===== src/rtl/kmeans_clustering_unit_assert.svh =====
`ifndef KMEANS_CLUSTERING_UNIT_ASSERT_SVH
`define KMEANS_CLUSTERING_UNIT_ASSERT_SVH
// clocked assertion under active-low async reset
`define KMC_ASSERT(label, prop, msg) \
	label: assert property (@(posedge clk) disable iff (!arst_n) (prop)) else $error(msg);
// same, with a next-cycle implication
`define KMC_ASSERT_NEXT(label, pre, post, msg) \
	label: assert property (@(posedge clk) disable iff (!arst_n) (pre) |=> (post)) \
		else $error(msg);
`endif


===== src/rtl/kmc_pkg.sv =====
`default_nettype none
package kmc_pkg;
	localparam int COORD_W = 24;
	localparam int CFG_W = 5;
	localparam int IDX_W = 4;
	typedef logic signed [COORD_W-1:0] coord_t;
	typedef struct packed {
		coord_t x;
		coord_t y;
		coord_t z;
	} point_t;
	typedef struct packed {
		logic start;
		logic busy;
	} div_ctl_t;
endpackage
`default_nettype wire


===== src/rtl/kmc_div.sv =====
`default_nettype none
// Signed restoring divider, one quotient bit per cycle, truncates toward zero.
module kmc_div import kmc_pkg::*; #(
	parameter int NUM_W = 34,
	parameter int DEN_W = 11
) (
	input  wire logic clk,
	input  wire logic arst_n,
	input  wire logic start,
	input  wire logic signed [NUM_W-1:0] num,
	input  wire logic [DEN_W-1:0] den,
	output logic busy,
	output logic done,
	output coord_t quot
);
	localparam int CNT_W = $clog2(NUM_W + 1);
	logic [NUM_W-1:0] mag_q;
	logic [NUM_W-1:0] q_q;
	logic [DEN_W:0] rem_q;
	logic [DEN_W-1:0] den_q;
	logic neg_q;
	logic [CNT_W-1:0] cnt_q;
	logic [DEN_W:0] trial;
	logic [NUM_W-1:0] q_fix;

	assign trial = {rem_q[DEN_W-1:0], mag_q[NUM_W-1]};
	assign q_fix = neg_q ? (~q_q + 1'b1) : q_q;

	always_ff @(posedge clk or negedge arst_n) begin
		if (!arst_n) begin
			busy <= 1'b0;
			done <= 1'b0;
			cnt_q <= '0;
		end else begin
			done <= 1'b0;
			if (start) begin
				busy <= 1'b1;
				cnt_q <= CNT_W'(NUM_W);
				mag_q <= num[NUM_W-1] ? (~num + 1'b1) : num;
				neg_q <= num[NUM_W-1];
				den_q <= den;
				rem_q <= '0;
				q_q <= '0;
			end else if (busy) begin
				mag_q <= {mag_q[NUM_W-2:0], 1'b0};
				if (trial >= {1'b0, den_q}) begin
					rem_q <= trial - {1'b0, den_q};
					q_q <= {q_q[NUM_W-2:0], 1'b1};
				end else begin
					rem_q <= trial;
					q_q <= {q_q[NUM_W-2:0], 1'b0};
				end
				cnt_q <= cnt_q - 1'b1;
				if (cnt_q == CNT_W'(1)) begin
					busy <= 1'b0;
					done <= 1'b1;
				end
			end
		end
	end

	assign quot = (den_q == '0) ? '0 : coord_t'(q_fix[COORD_W-1:0]);
endmodule
`default_nettype wire


===== config.mk =====
export PLATFORM = sky130hd
export DESIGN_NAME = kmc_div
export DESIGN_NICKNAME = d
export VERILOG_FILES = /design/src/rtl/kmeans_clustering_unit_assert.svh /design/src/rtl/kmc_pkg.sv /design/src/rtl/kmc_div.sv
export SDC_FILE = /design/constraint.sdc
export NUM_CORES = 1
export LEC_CHECK = 0
export BUFFER_PORTS_ARGS = -buffer_cell sky130_fd_sc_hd__buf_2
export CAP_MARGIN = 20
export CORE_ASPECT_RATIO = 1.4
export CORE_MARGIN = 4
export CORE_UTILIZATION = 51
export DETAILED_ROUTE_END_ITERATION = 12
export GPL_ROUTABILITY_DRIVEN = 0
export MAX_ROUTING_LAYER = met4
export PLACE_DENSITY = 0.72
export SYNTH_ARGS = -nofsm -noshare
export SYNTH_HDL_FRONTEND = slang
export SYNTH_SLANG_ARGS = --single-unit

===== constraint.sdc =====
create_clock -name clk -period 4 [get_ports clk]
set_input_delay 0 -clock clk [delete_from_list [all_inputs] [get_ports clk]]
set_output_delay 0 -clock clk [all_outputs]
set_load 0.005 [all_outputs]

[Yosys cells after proc, flatten, opt, wreduce, memory -nomap -nowiden]
Index checks and enable logic that the tools add are counted.
Word-level totals
  word-level logic and storage cells: 37
  flip-flop bits (word level): 100
  output and inout bits: 26
Cells by class
  order comparisons: 1
  eq/ne operators: 1
  bitwise logic cells: 2
  $add $sub $neg: 4
  muxes and demuxes: 17
  reductions and logical operators: 4
Operators by type and width (count)
  $mux 34: 4
  $mux 24: 2
  $add 34x1->34 const B: 1
  $not 34->34: 1
  $add 24x1->24 const B: 1
  $mux 12: 2
  $not 24->24: 1
  $ge 12x11->1: 1
  $mux 6: 2
  $sub 12x11->12: 1
  $logic_not 11->1: 1
  $mux 1: 7
  $eq 6x1->1 const B: 1
  $sub 6x1->6 const B: 1
  $reduce_and 2->1: 2
  $reduce_bool 2->1: 1

[Longest topological paths before layout]
Gate-level depths: netlist (run 1).
  word-level depth: 4
  mapped depth: 10
  depth with buffers taken out: 9

[Least setup slack after synthesis (run 1)]
Ideal clock, no wire load.
  kind: register to register
  from: register busy
  to: register mag_q[0] (enable)
  setup slack: 1293 ps
  required time: 3571 ps
  stages on the path, launching flop included: 4
  arrival: 2278 ps
  path through: dfrtp_1 clkbuf_1 nor2_1 nor2b_1
Between the ends
  longest elaborated chain between the ends: 2
RTL lines
  from (decl): RTL line kmc_div.sv:12  | output logic busy,
  from (signal assigned): RTL line kmc_div.sv:31  | busy <= 1'b0;
  from (signal assigned): RTL line kmc_div.sv:37  | busy <= 1'b1;
  from (signal assigned): RTL line kmc_div.sv:55  | busy <= 1'b0;
  $reduce_bool 2->1 (no source line)
  $reduce_and 2->1 (no source line)
  to (signal assigned): RTL line kmc_div.sv:39  | mag_q <= num[NUM_W-1] ? (~num + 1'b1) : num;
  to (signal assigned): RTL line kmc_div.sv:45  | mag_q <= {mag_q[NUM_W-2:0], 1'b0};
  to (decl): RTL line kmc_div.sv:17  | logic [NUM_W-1:0] mag_q;
Every way passes these cells.
A chain may end at the register's enable or synchronous reset.

[Final worst setup path (run 1)]
  from: register rem_q[1]
  to: register rem_q[5] (data pin)
Between the ends
  longest elaborated chain between the ends: 3
  elaborated cells between the ends (all ways): 4
  those cells by class: add/sub: 1; order compare: 1; mux: 2
RTL lines
  from (decl): RTL line kmc_div.sv:19  | logic [DEN_W:0] rem_q;
  from (signal assigned): RTL line kmc_div.sv:47  | rem_q <= trial - {1'b0, den_q};
  from (signal assigned): RTL line kmc_div.sv:50  | rem_q <= trial;
  $sub 12x11->12 / $ge 12x11->1 (equally long branches): RTL line kmc_div.sv:47, kmc_div.sv:46
  $mux 12 (*): RTL line kmc_div.sv:46  | if (trial >= {1'b0, den_q}) begin
  $mux 12 (*): RTL line kmc_div.sv:44  | end else if (busy) begin
Mark *: on every way between the ends. The rest lies on a longest branch, timed or not.

==> qor.txt, run 1 <==
R2r startpoint - rem_q[1]
Setup Skew - 0.00320 ns
Io pins - 74
Cts bufs inserted - 9
Post-Synthesis Net Count - 638
Setup TNS - 0 ns
Synth Cell Area - 5650 sq um
EDFF count, synth - 81
Via-to-Cell Ratio - 5.59
Clock Sinks - 89
DP Worst Slack - 1.20 ns
Synth area leaders - edfxtp_1 (43%), xor2_1 (7.6%), nor2_1 (7.0%)
Die Ht - 133 microns
Die area - 12800 sq um
Layout area overhead - 15.5%
Critical path arrival - 2.95 ns
Drt first pass iters - 4
Final min period - 2.86 ns
CP delay by family, top - compound AO/OA/AOI/OAI gates
Gr usage total - 0.193
Share of cells above drive strength 1 - 0.161
Final Net Count - 714
Vias in the first global route - 4465
Number of H-tree levels - 3
Comb power frac - 0.223
Max Cap Viol - 0
Top_reg_cell synth - edfxtp_1
Core Region - 10900 sq um
Cell accounting for the most synthesized area - edfxtp_1
Inst Count DP - 767
Clk_lat worst skew - 0.34 ns
Hold Path End - mag_q[9]
Actual slew at the worst max-slew pin - 0.770 ns
RSZ-0062 raised after global routing - no
Max Slew Vio Count - 0
Multi-input gate area - 2830 sq um
Hold Path Class - in2reg
CP bufs+invs - 0
Clock share of power - 0.298
Max stage delay on crit path - 0.51 ns
Syn Area/Cell - 9.84 sq um
DIE WIDTH - 96.9 microns
Distinct cell type count after synthesis - 51
Worst Setup Start Kind - flip-flop
Setup ws final - 1.14 ns
Peak VDD IR - 0.279 mV
Worst reg2reg path endpoint - rem_q[5]
Most common cell after layout, fill and taps aside - nor2_1
Non-filler cells, final - 795
Row cnt - 45
Initial Utilization - 0.520
FF/Latch Area - 2630 sq um
Sw power - 0.699 mW
DP HPWL - 8670 microns
Reg2Reg Depth - 6
Switching Share - 0.282
Setup violators final - 0
Register area share after synthesis - 0.466
Critical path type - reg2reg
Async set-reset flop share out of synthesis - 0.0899
CP Capture Type - flip-flop
Most frequent cells in the layout - nor2_1 (105), edfxtp_1 (81), buf_2 (72), xor2_1 (49), a21oi_1 (44)
Root Buffer - clkbuf_16
P_int - 1.78 mW
Fmax - 350 MHz
Fin crit share - 0.714
Vias - 4443
# DRC - 0
Wire length of the first global-routing pass - 20100 microns
Final Hold Viols - 0
DRT iter0 DRCs - 225
PortBufs - 73
TritonCTS clock tree - yes
Worst Hold Launch - num[9]
Relative slew margins - 0.482
Min Hold Slack - 0.0623 ns
Outcome - complete, no violations
Fill cells - 956
CP max FO - 9
CP max-delay cell - or3_1
PwrDens - 381 nW/um^2
Critical-path cell list - ha_1 -> nor2b_1 -> o31a_1 -> o211a_1 -> or3_1 -> a2111oi_0
Pleak - 2.77 nW
WL/cell - 15.0 microns
WP data required - 4.09 ns
Antenna violations before repair - 0
Reg power frac - 0.479
Grt total ovfl - 0
Fin util - 0.600
Max Buffers Root-to-Sink - 2
Antenna-violating nets left - 0
Hold depth - 3
Reg2Reg Setup Slack - 1.14 ns
Post-synth top area share - 0.431
ANT cells - 0
Synth warnings - 0
Drt total wl - 11900 microns
Syn Inst Count - 574
Reg clk slew, reported paths - 0.06 ns
Largest net degree at the start of global routing - 59
Synthesized flop and latch total - 89
## power by group through the flow
| stage | logic, mW | clock network [mW] | registers (mW) |
|---|---|---|---|
| 4_1_cts | 0.556 | 0.757 | 1.19 |
| 2_1_floorplan | 0.396 | 0 | 1.18 |
| 6_report | 0.553 | 0.740 | 1.19 |
| 3_5_place_dp | 0.544 | 0 | 1.21 |
| 5_1_grt | 0.623 | 0.798 | 1.20 |
| 3_3_place_gp | 0.523 | 0 | 1.20 |
## tightest hold or removal path, cell delays in order
cell and delay (ns):
buf_2 0.10, xor2_1 0.06, a21oi_1 0.13
## synthesized netlist by cell type (all sizes together) (3+ instances only)
cell type	instances
or3	9
dfrtp	8
ha	15
nand4	3
and2	5
nor2b	4
o31ai	17
xor2	49
buf	5
inv	25
o21ai	23
nor3	14
xnor2	13
o21a	3
nand2	30
nand2b	5
or4	5
a211oi	7
clkbuf	21
a32oi	3
nand3	5
a21oi	44
nor4	9
nor2	105
o41ai	9
edfxtp	81
mux2i	30
## through the flow
stage / area [sq um] / total power [mW]
floorplan: 5650 / 1.58
global placement: 6140 / 1.73
detailed placement: 6140 / 1.75
CTS: 6520 / 2.50
global route: 6520 / 2.62
finish: 6520 / 2.48
## routing by layer
layer  global-route usage  vias to the layer above  wire length, microns
met3               0.0258                       20                   455
met2                0.333                      115                  6120
met1                0.219                     2073                  5000
li1                     -                     2235                     -
met4               0.0984                        0                   324
met5                    -                        -                     0
## sequential cells by signal, summed over array words and instances (netlist names)
register	count
mag_q	34
q_q	24
rem_q	11
neg_q	1
done	1
den_q	11
busy	1
cnt_q	6
## cells by family after synthesis
kind of cell | after synthesis | share of synthesized area
simple gates | 201 | 0.167
compound gates | 123 | 0.142
flops | 89 | 0.466
xor+xnor | 62 | 0.0962
buf+inv | 51 | 0.0341
mux | 32 | 0.0572
fa+ha+maj | 16 | 0.0368
## worst max-delay path by stage
stage	startpoint	endpoint	slack (ns)	cells past startpoint
after floorplan	busy	mag_q[0]	1.29	3
after global placement	rem_q[1]	rem_q[0]	1.36	7
after detailed placement	rem_q[1]	rem_q[5]	1.20	6
after CTS	rem_q[1]	rem_q[5]	1.18	6
after global routing	den_q[0]	rem_q[5]	0.93	8
final	rem_q[1]	rem_q[5]	1.14	6
## area by class of cell
type | count | share of cell area
multi-input combinational | 434 | 0.434
timing repair buffer | 91 | 0.0821
clock inverter | 5 | 0.00364
sequential | 89 | 0.404
tap | 141 | 0.0270
inverter | 25 | 0.0144
clock buffer | 10 | 0.0351
## timing repair
item / CTS / global route
hold buffers: 13 / 0
endpoints found under the hold margin: 24 / 0
gates resized for setup: 0 / 0
setup buffers: 0 / 0
No activity file was read; power rests on OpenSTA's default activity.
==> run 2: changes to the inputs <==
ABC_AREA = 1   (was unset)
PLACE_DENSITY = 0.74   (was 0.72)
clock period = 2.3 ns   (was 4 ns; I/O delays follow)
==> qor.txt, run 2 <==
Outcome - complete, no violations
WP data required - 2.40 ns
Antenna-violating nets left - 0
Final min period - 2.19 ns
Gr usage total - 0.231
CP max FO - 9
Max Cap Viol - 0
Syn Inst Count - 771
Comb power frac - 0.234
Core Region - 11500 sq um
Drt total wl - 15100 microns
Reg2Reg Depth - 10
Critical-path cell list - ha_1 -> nand2_2 -> inv_1 -> nand2_1 -> nand2_1 -> nand2_1 -> nand4_4 -> buf_4 -> o211ai_2 -> nand2_1
Drt first pass iters - 5
Layout area overhead - 16.8%
Cell accounting for the most synthesized area - edfxtp_1
Fmax - 457 MHz
Top-count cell post-synth - nand2_1
Pleak - 3.23 nW
Actual slew at the worst max-slew pin - 0.715 ns
Vias - 5620
Clock share of power - 0.323
Biggest regs - mag_q: 34 flops, q_q: 24 flops
DIE WIDTH - 100 microns
Row cnt - 46
Clock Sinks - 89
Hold Path Class - in2reg
Largest family of logic cells by synthesized area - simple AND/OR/NAND/NOR gates
Die Ht - 137 microns
P_int - 3.18 mW
Grt total ovfl - 0
Most frequent cells in the layout - nand2_1 (189), inv_1 (97), nor2_1 (81), edfxtp_1 (81), buf_2 (73)
Critical path type - reg2reg
Post-synth top area share - 0.402
Most frequent cells after synthesis - nand2_1 (191), inv_1 (97), nor2_1 (82), edfxtp_1 (81), nand3_1 (63)
EDFF count, synth - 81
Top_reg_cell synth - edfxtp_1
Largest net degree at the start of global routing - 37
Vias in the first global route - 5484
Max stage delay on crit path - 0.43 ns
Root Buffer - clkbuf_16
Number of H-tree levels - 3
XOR/XNOR Fraction of Synth Area - 0.0246
Relative slew margins - 0.523
Register area share after synthesis - 0.435
Peak VDD IR - 0.432 mV
CP max-delay cell - edfxtp_1
Antenna violations before repair - 0
Fin crit share - 0.951
Top cell by count, worst path - nand2_1
Max reg flops - 34
Async set-reset flop share out of synthesis - 0.0899
Most common cell after layout, fill and taps aside - nand2_1
Final Hold Viols - 0
# DRC - 0
ANT cells - 0
CP Capture Type - flip-flop
Compound-gate portion of the synthesized area - 0.117
Hold depth - 3
Die area - 13700 sq um
Final Net Count - 926
Clk_lat worst skew - 0.35 ns
Max Slew Vio Count - 0
WL/cell - 14.9 microns
TritonCTS clock tree - yes
DP HPWL - 10900 microns
Switching Share - 0.302
Post-Synthesis Net Count - 835
DRT iter0 DRCs - 320
Synth warnings - 0
Simple-gate share of the synthesized area - 0.308
Biggest register - mag_q
Sw power - 1.38 mW
PortBufs - 73
Wire length of the first global-routing pass - 24800 microns
Cts bufs inserted - 9
Critical path arrival - 2.28 ns
Via-to-Cell Ratio - 5.56
Mux contribution to synthesized area - 0
Distinct cell type count after synthesis - 45
Reg power frac - 0.443
Synth area leaders - edfxtp_1 (40%), nand2_1 (12%), inv_1 (6.0%)
Syn Area/Cell - 7.85 sq um
Synth Cell Area - 6050 sq um
Fin util - 0.617
Setup violators final - 0
Reg clk slew, reported paths - 0.06 ns
Initial Utilization - 0.528
Share of cells above drive strength 1 - 0.180
PwrDens - 646 nW/um^2
Design area - 7060 sq um
Max Buffers Root-to-Sink - 2
Worst Setup Start Kind - flip-flop
Dpl cell area - 6570 sq um
Adder-Cell Fraction of Synth Area - 0.0343
Io pins - 74
Setup Skew - 0.0107 ns
Synthesized flop and latch total - 89
## run 2: cell count changes after synthesis, sizes merged, moves of 11 or more
cell    change
o31ai      -15
nand4      +16
nor2       -12
o22ai      +20
clkbuf     -11
mux2i      -30
a21oi      -13
nand2     +177
nand3      +62
xor2       -38
o21ai      +26
inv        +73
## run 2: what timing repair did
item / in CTS / in global routing
hold buffers: 13 / 0
buffers inserted: 0 / 3
endpoints found under the setup margin: 0 / 15
gates resized for setup: 0 / 5
endpoints found under the hold margin: 20 / 0
## run 2: final cells by class
| cell class | count | area, sq um |
|---|---|---|
| Multi-Input combinational cell | 562 | 2980 |
| Clock buffer | 9 | 225 |
| Clock inverter | 7 | 68.8 |
| Tap cell | 144 | 180 |
| Inverter | 99 | 372 |
| Fill cell | 1030 | 4390 |
| Timing Repair Buffer | 101 | 608 |
| Sequential cell | 89 | 2630 |
## run 2: logic make-up after synthesis
family          after synthesis
flops                        89
fa+ha+maj                    16
xor+xnor                     17
simple gates                405
compound gates              122
buf+inv                     122
## run 2: worst max-delay path, delay by kind of cell (launching register included)
| kind | cells | cell delay [ns] |
|---|---|---|
| compound gates | 1 | 0.12 |
| fa+ha+maj | 1 | 0.38 |
| buf+inv | 2 | 0.27 |
| flops | 1 | 0.43 |
| simple gates | 6 | 0.74 |
## run 2: power groups by stage
stage | clock network [mW] | logic (mW) | registers, mW
detailed placement | 0 | 1.01 | 2.05
floorplan | 0 | 0.748 | 2.02
CTS | 1.50 | 1.03 | 2.02
global placement | 0 | 0.973 | 2.04
global route | 1.58 | 1.21 | 2.03
finish | 1.47 | 1.07 | 2.02
## run 2: path summary, 6_finish.rpt
path	startpoint	endpoint	slack, ns
setup / recovery	rem_q[6]	rem_q[3]	0.11
hold / removal	num[25]	mag_q[25]	0.05
setup reg to reg	rem_q[6]	rem_q[3]	0.11
hold reg to reg	cnt_q[2]	cnt_q[2]	0.52
max in group asynchronous	arst_n	busy	1.48
min in group asynchronous	arst_n	cnt_q[5]	0.08
## run 2: through the flow
step / instances / power, mW / setup WS (ns) / setup TNS [ns] / hold slack (ns)
2_1_floorplan: 771 / 2.77 / 0.304 / 0 / -0.296
3_3_place_gp: 977 / 3.02 / 0.217 / 0 / -0.129
3_5_place_dp: 977 / 3.06 / 0.138 / 0 / -0.123
4_1_cts: 1006 / 4.55 / 0.125 / 0 / 0.0305
5_1_grt: 1011 / 4.82 / -0.0246 / -0.0246 / 0.0549
6_report: 1011 / 4.56 / 0.114 / 0 / 0.0456
## run 2: routing by layer
layer | part of all wire | global-route usage | vias up
met2 | 0.51 | 0.400 | 209
met3 | 0.054 | 0.0413 | 42
met4 | 0.036 | 0.0891 | 0
met5 | 0 | - | -
li1 | - | - | 2788
met1 | 0.40 | 0.266 | 2581
==> run 3: changes to the inputs <==
CORE_UTILIZATION = 50   (was 51)
GPL_ROUTABILITY_DRIVEN = unset   (was 0)
PLACE_DENSITY = 0.7   (was 0.74)
clock period = 2.25 ns   (was 2.3 ns; I/O delays follow)
==> qor.txt, run 3 (synthesis results as in run 2) <==
Outcome - complete, no violations
ANT cells - 0
Core Region - 11800 sq um
PortBufs - 73
Reg clk slew, reported paths - 0.07 ns
Final min period - 2.11 ns
R2r startpoint - mag_q[33]
WP data required - 2.34 ns
Drt total wl - 15000 microns
Max Cap Viol - 0
Vias in the first global route - 5302
WL/cell - 14.7 microns
Pleak - 3.24 nW
Io pins - 74
DRT iter0 DRCs - 292
Worst Setup Start Kind - flip-flop
Layout area overhead - 17.0%
Max Buffers Root-to-Sink - 2
Max Slew Vio Count - 0
Largest net degree at the start of global routing - 44
Fmax - 473 MHz
Vias - 5497
Number of H-tree levels - 3
Reg2Reg Depth - 13
Max reg flops - 34
Biggest regs - mag_q: 34 flops, q_q: 24 flops
Critical path type - reg2reg
# DRC - 0
Fill cells - 1045
CP Capture Type - flip-flop
Clock Sinks - 89
RePlAce Congestion - 0.936
Wire length of the first global-routing pass - 24500 microns
Drt first pass iters - 5
Hold depth - 3
Root Buffer - clkbuf_16
Antenna violations before repair - 0
Clk_lat worst skew - 0.34 ns
Setup Skew - 0.00574 ns
Multi-input gate area - 2980 sq um
Die Ht - 138 microns
Peak VDD IR - 0.383 mV
DIE WIDTH - 101 microns
Hold Path End - mag_q[25]
Gr usage total - 0.222
Power after layout - 4.56 mW
Reg2Reg Setup Slack - 0.14 ns
Antenna-violating nets left - 0
Most frequent cells in the layout - nand2_1 (189), inv_1 (97), nor2_1 (81), edfxtp_1 (81), buf_2 (73)
Actual slew at the worst max-slew pin - 0.631 ns
Row cnt - 47
PwrDens - 644 nW/um^2
Critical path arrival - 2.20 ns
Final Net Count - 929
Most common cell after layout, fill and taps aside - nand2_1
Cts bufs inserted - 9
Worst Hold Launch - num[25]
Setup violators final - 0
Via-to-Cell Ratio - 5.41
Worst reg2reg path endpoint - rem_q[3]
FF/Latch Area - 2630 sq um
Relative slew margins - 0.579
Biggest register - mag_q
Final Hold Viols - 0
Grt total ovfl - 0
CP max FO - 4
TritonCTS clock tree - yes
Min Hold Slack - 0.0443 ns
Die area - 13900 sq um
Fin crit share - 0.939
DP HPWL - 11000 microns
Initial Utilization - 0.512
Share of cells above drive strength 1 - 0.175
Hold Path Class - in2reg
## run 3: stage by stage
step | setup slack, ns | instances | setup TNS [ns] | utilization | cell area, sq um
4_1_cts | 0.0891 | 1013 | 0 | 0.594 | 7020
3_5_place_dp | 0.0939 | 983 | 0 | 0.559 | 6610
6_report | 0.137 | 1017 | 0 | 0.599 | 7080
5_1_grt | -0.0202 | 1017 | -0.0410 | 0.599 | 7080
2_1_floorplan | 0.254 | 771 | 0 | - | 6050
3_3_place_gp | 0.161 | 983 | 0 | 0.559 | 6610
## run 3: worst max-delay path by stage
stage | slack [ns] | cells after the start | to | startpoint
CTS | 0.09 | 11 | rem_q[10] | rem_q[4]
global route | -0.02 | 10 | quot[22] | q_q[0]
detailed placement | 0.09 | 13 | rem_q[7] | mag_q[33]
finish | 0.14 | 13 | rem_q[3] | mag_q[33]
floorplan | 0.25 | 14 | rem_q[10] | mag_q[33]
global placement | 0.16 | 13 | rem_q[10] | mag_q[33]
## run 3: critical path: stages, from the launching register on
cell and delay, ns:
edfxtp_1 0.36, inv_1 0.05, ha_1 0.21, fa_1 0.36, inv_1 0.08, nand2_1 0.07
nand2_2 0.08, nand2_2 0.07, inv_1 0.07, nand2_2 0.11, nand4_2 0.18, nand2_2 0.09
o211ai_2 0.06, nand2_1 0.06
## run 3: area by class of cell
type / count / share of cell area
well taps: 147 / 0.0260
flip-flops and latches: 89 / 0.372
repair buffers: 104 / 0.0912
inverters: 99 / 0.0525
clock buffers: 14 / 0.0359
multi-input cells: 562 / 0.421
clock inverters: 2 / 0.00194
## run 3: per-layer routing
layer,up-vias,share of wire,global-route usage
li1,2788,-,-
met1,2527,0.41,0.270
met2,152,0.51,0.372
met3,30,0.053,0.0297
met4,0,0.024,0.0805
met5,-,0,-
## run 3: report_power, final
part / internal, mW / total [mW] / switching [mW]
Clock: 0.784 / 1.40 / 0.615
Combinational: 0.421 / 1.11 / 0.686
Sequential: 1.98 / 2.06 / 0.0812
## run 3: repair_timing
item / 4_1_cts / 5_1_grt
endpoints found under the hold margin: 22 / 0
endpoints found under the setup margin: 0 / 14
hold buffers: 14 / 0
gates resized for setup: 0 / 4
buffers inserted: 0 / 2
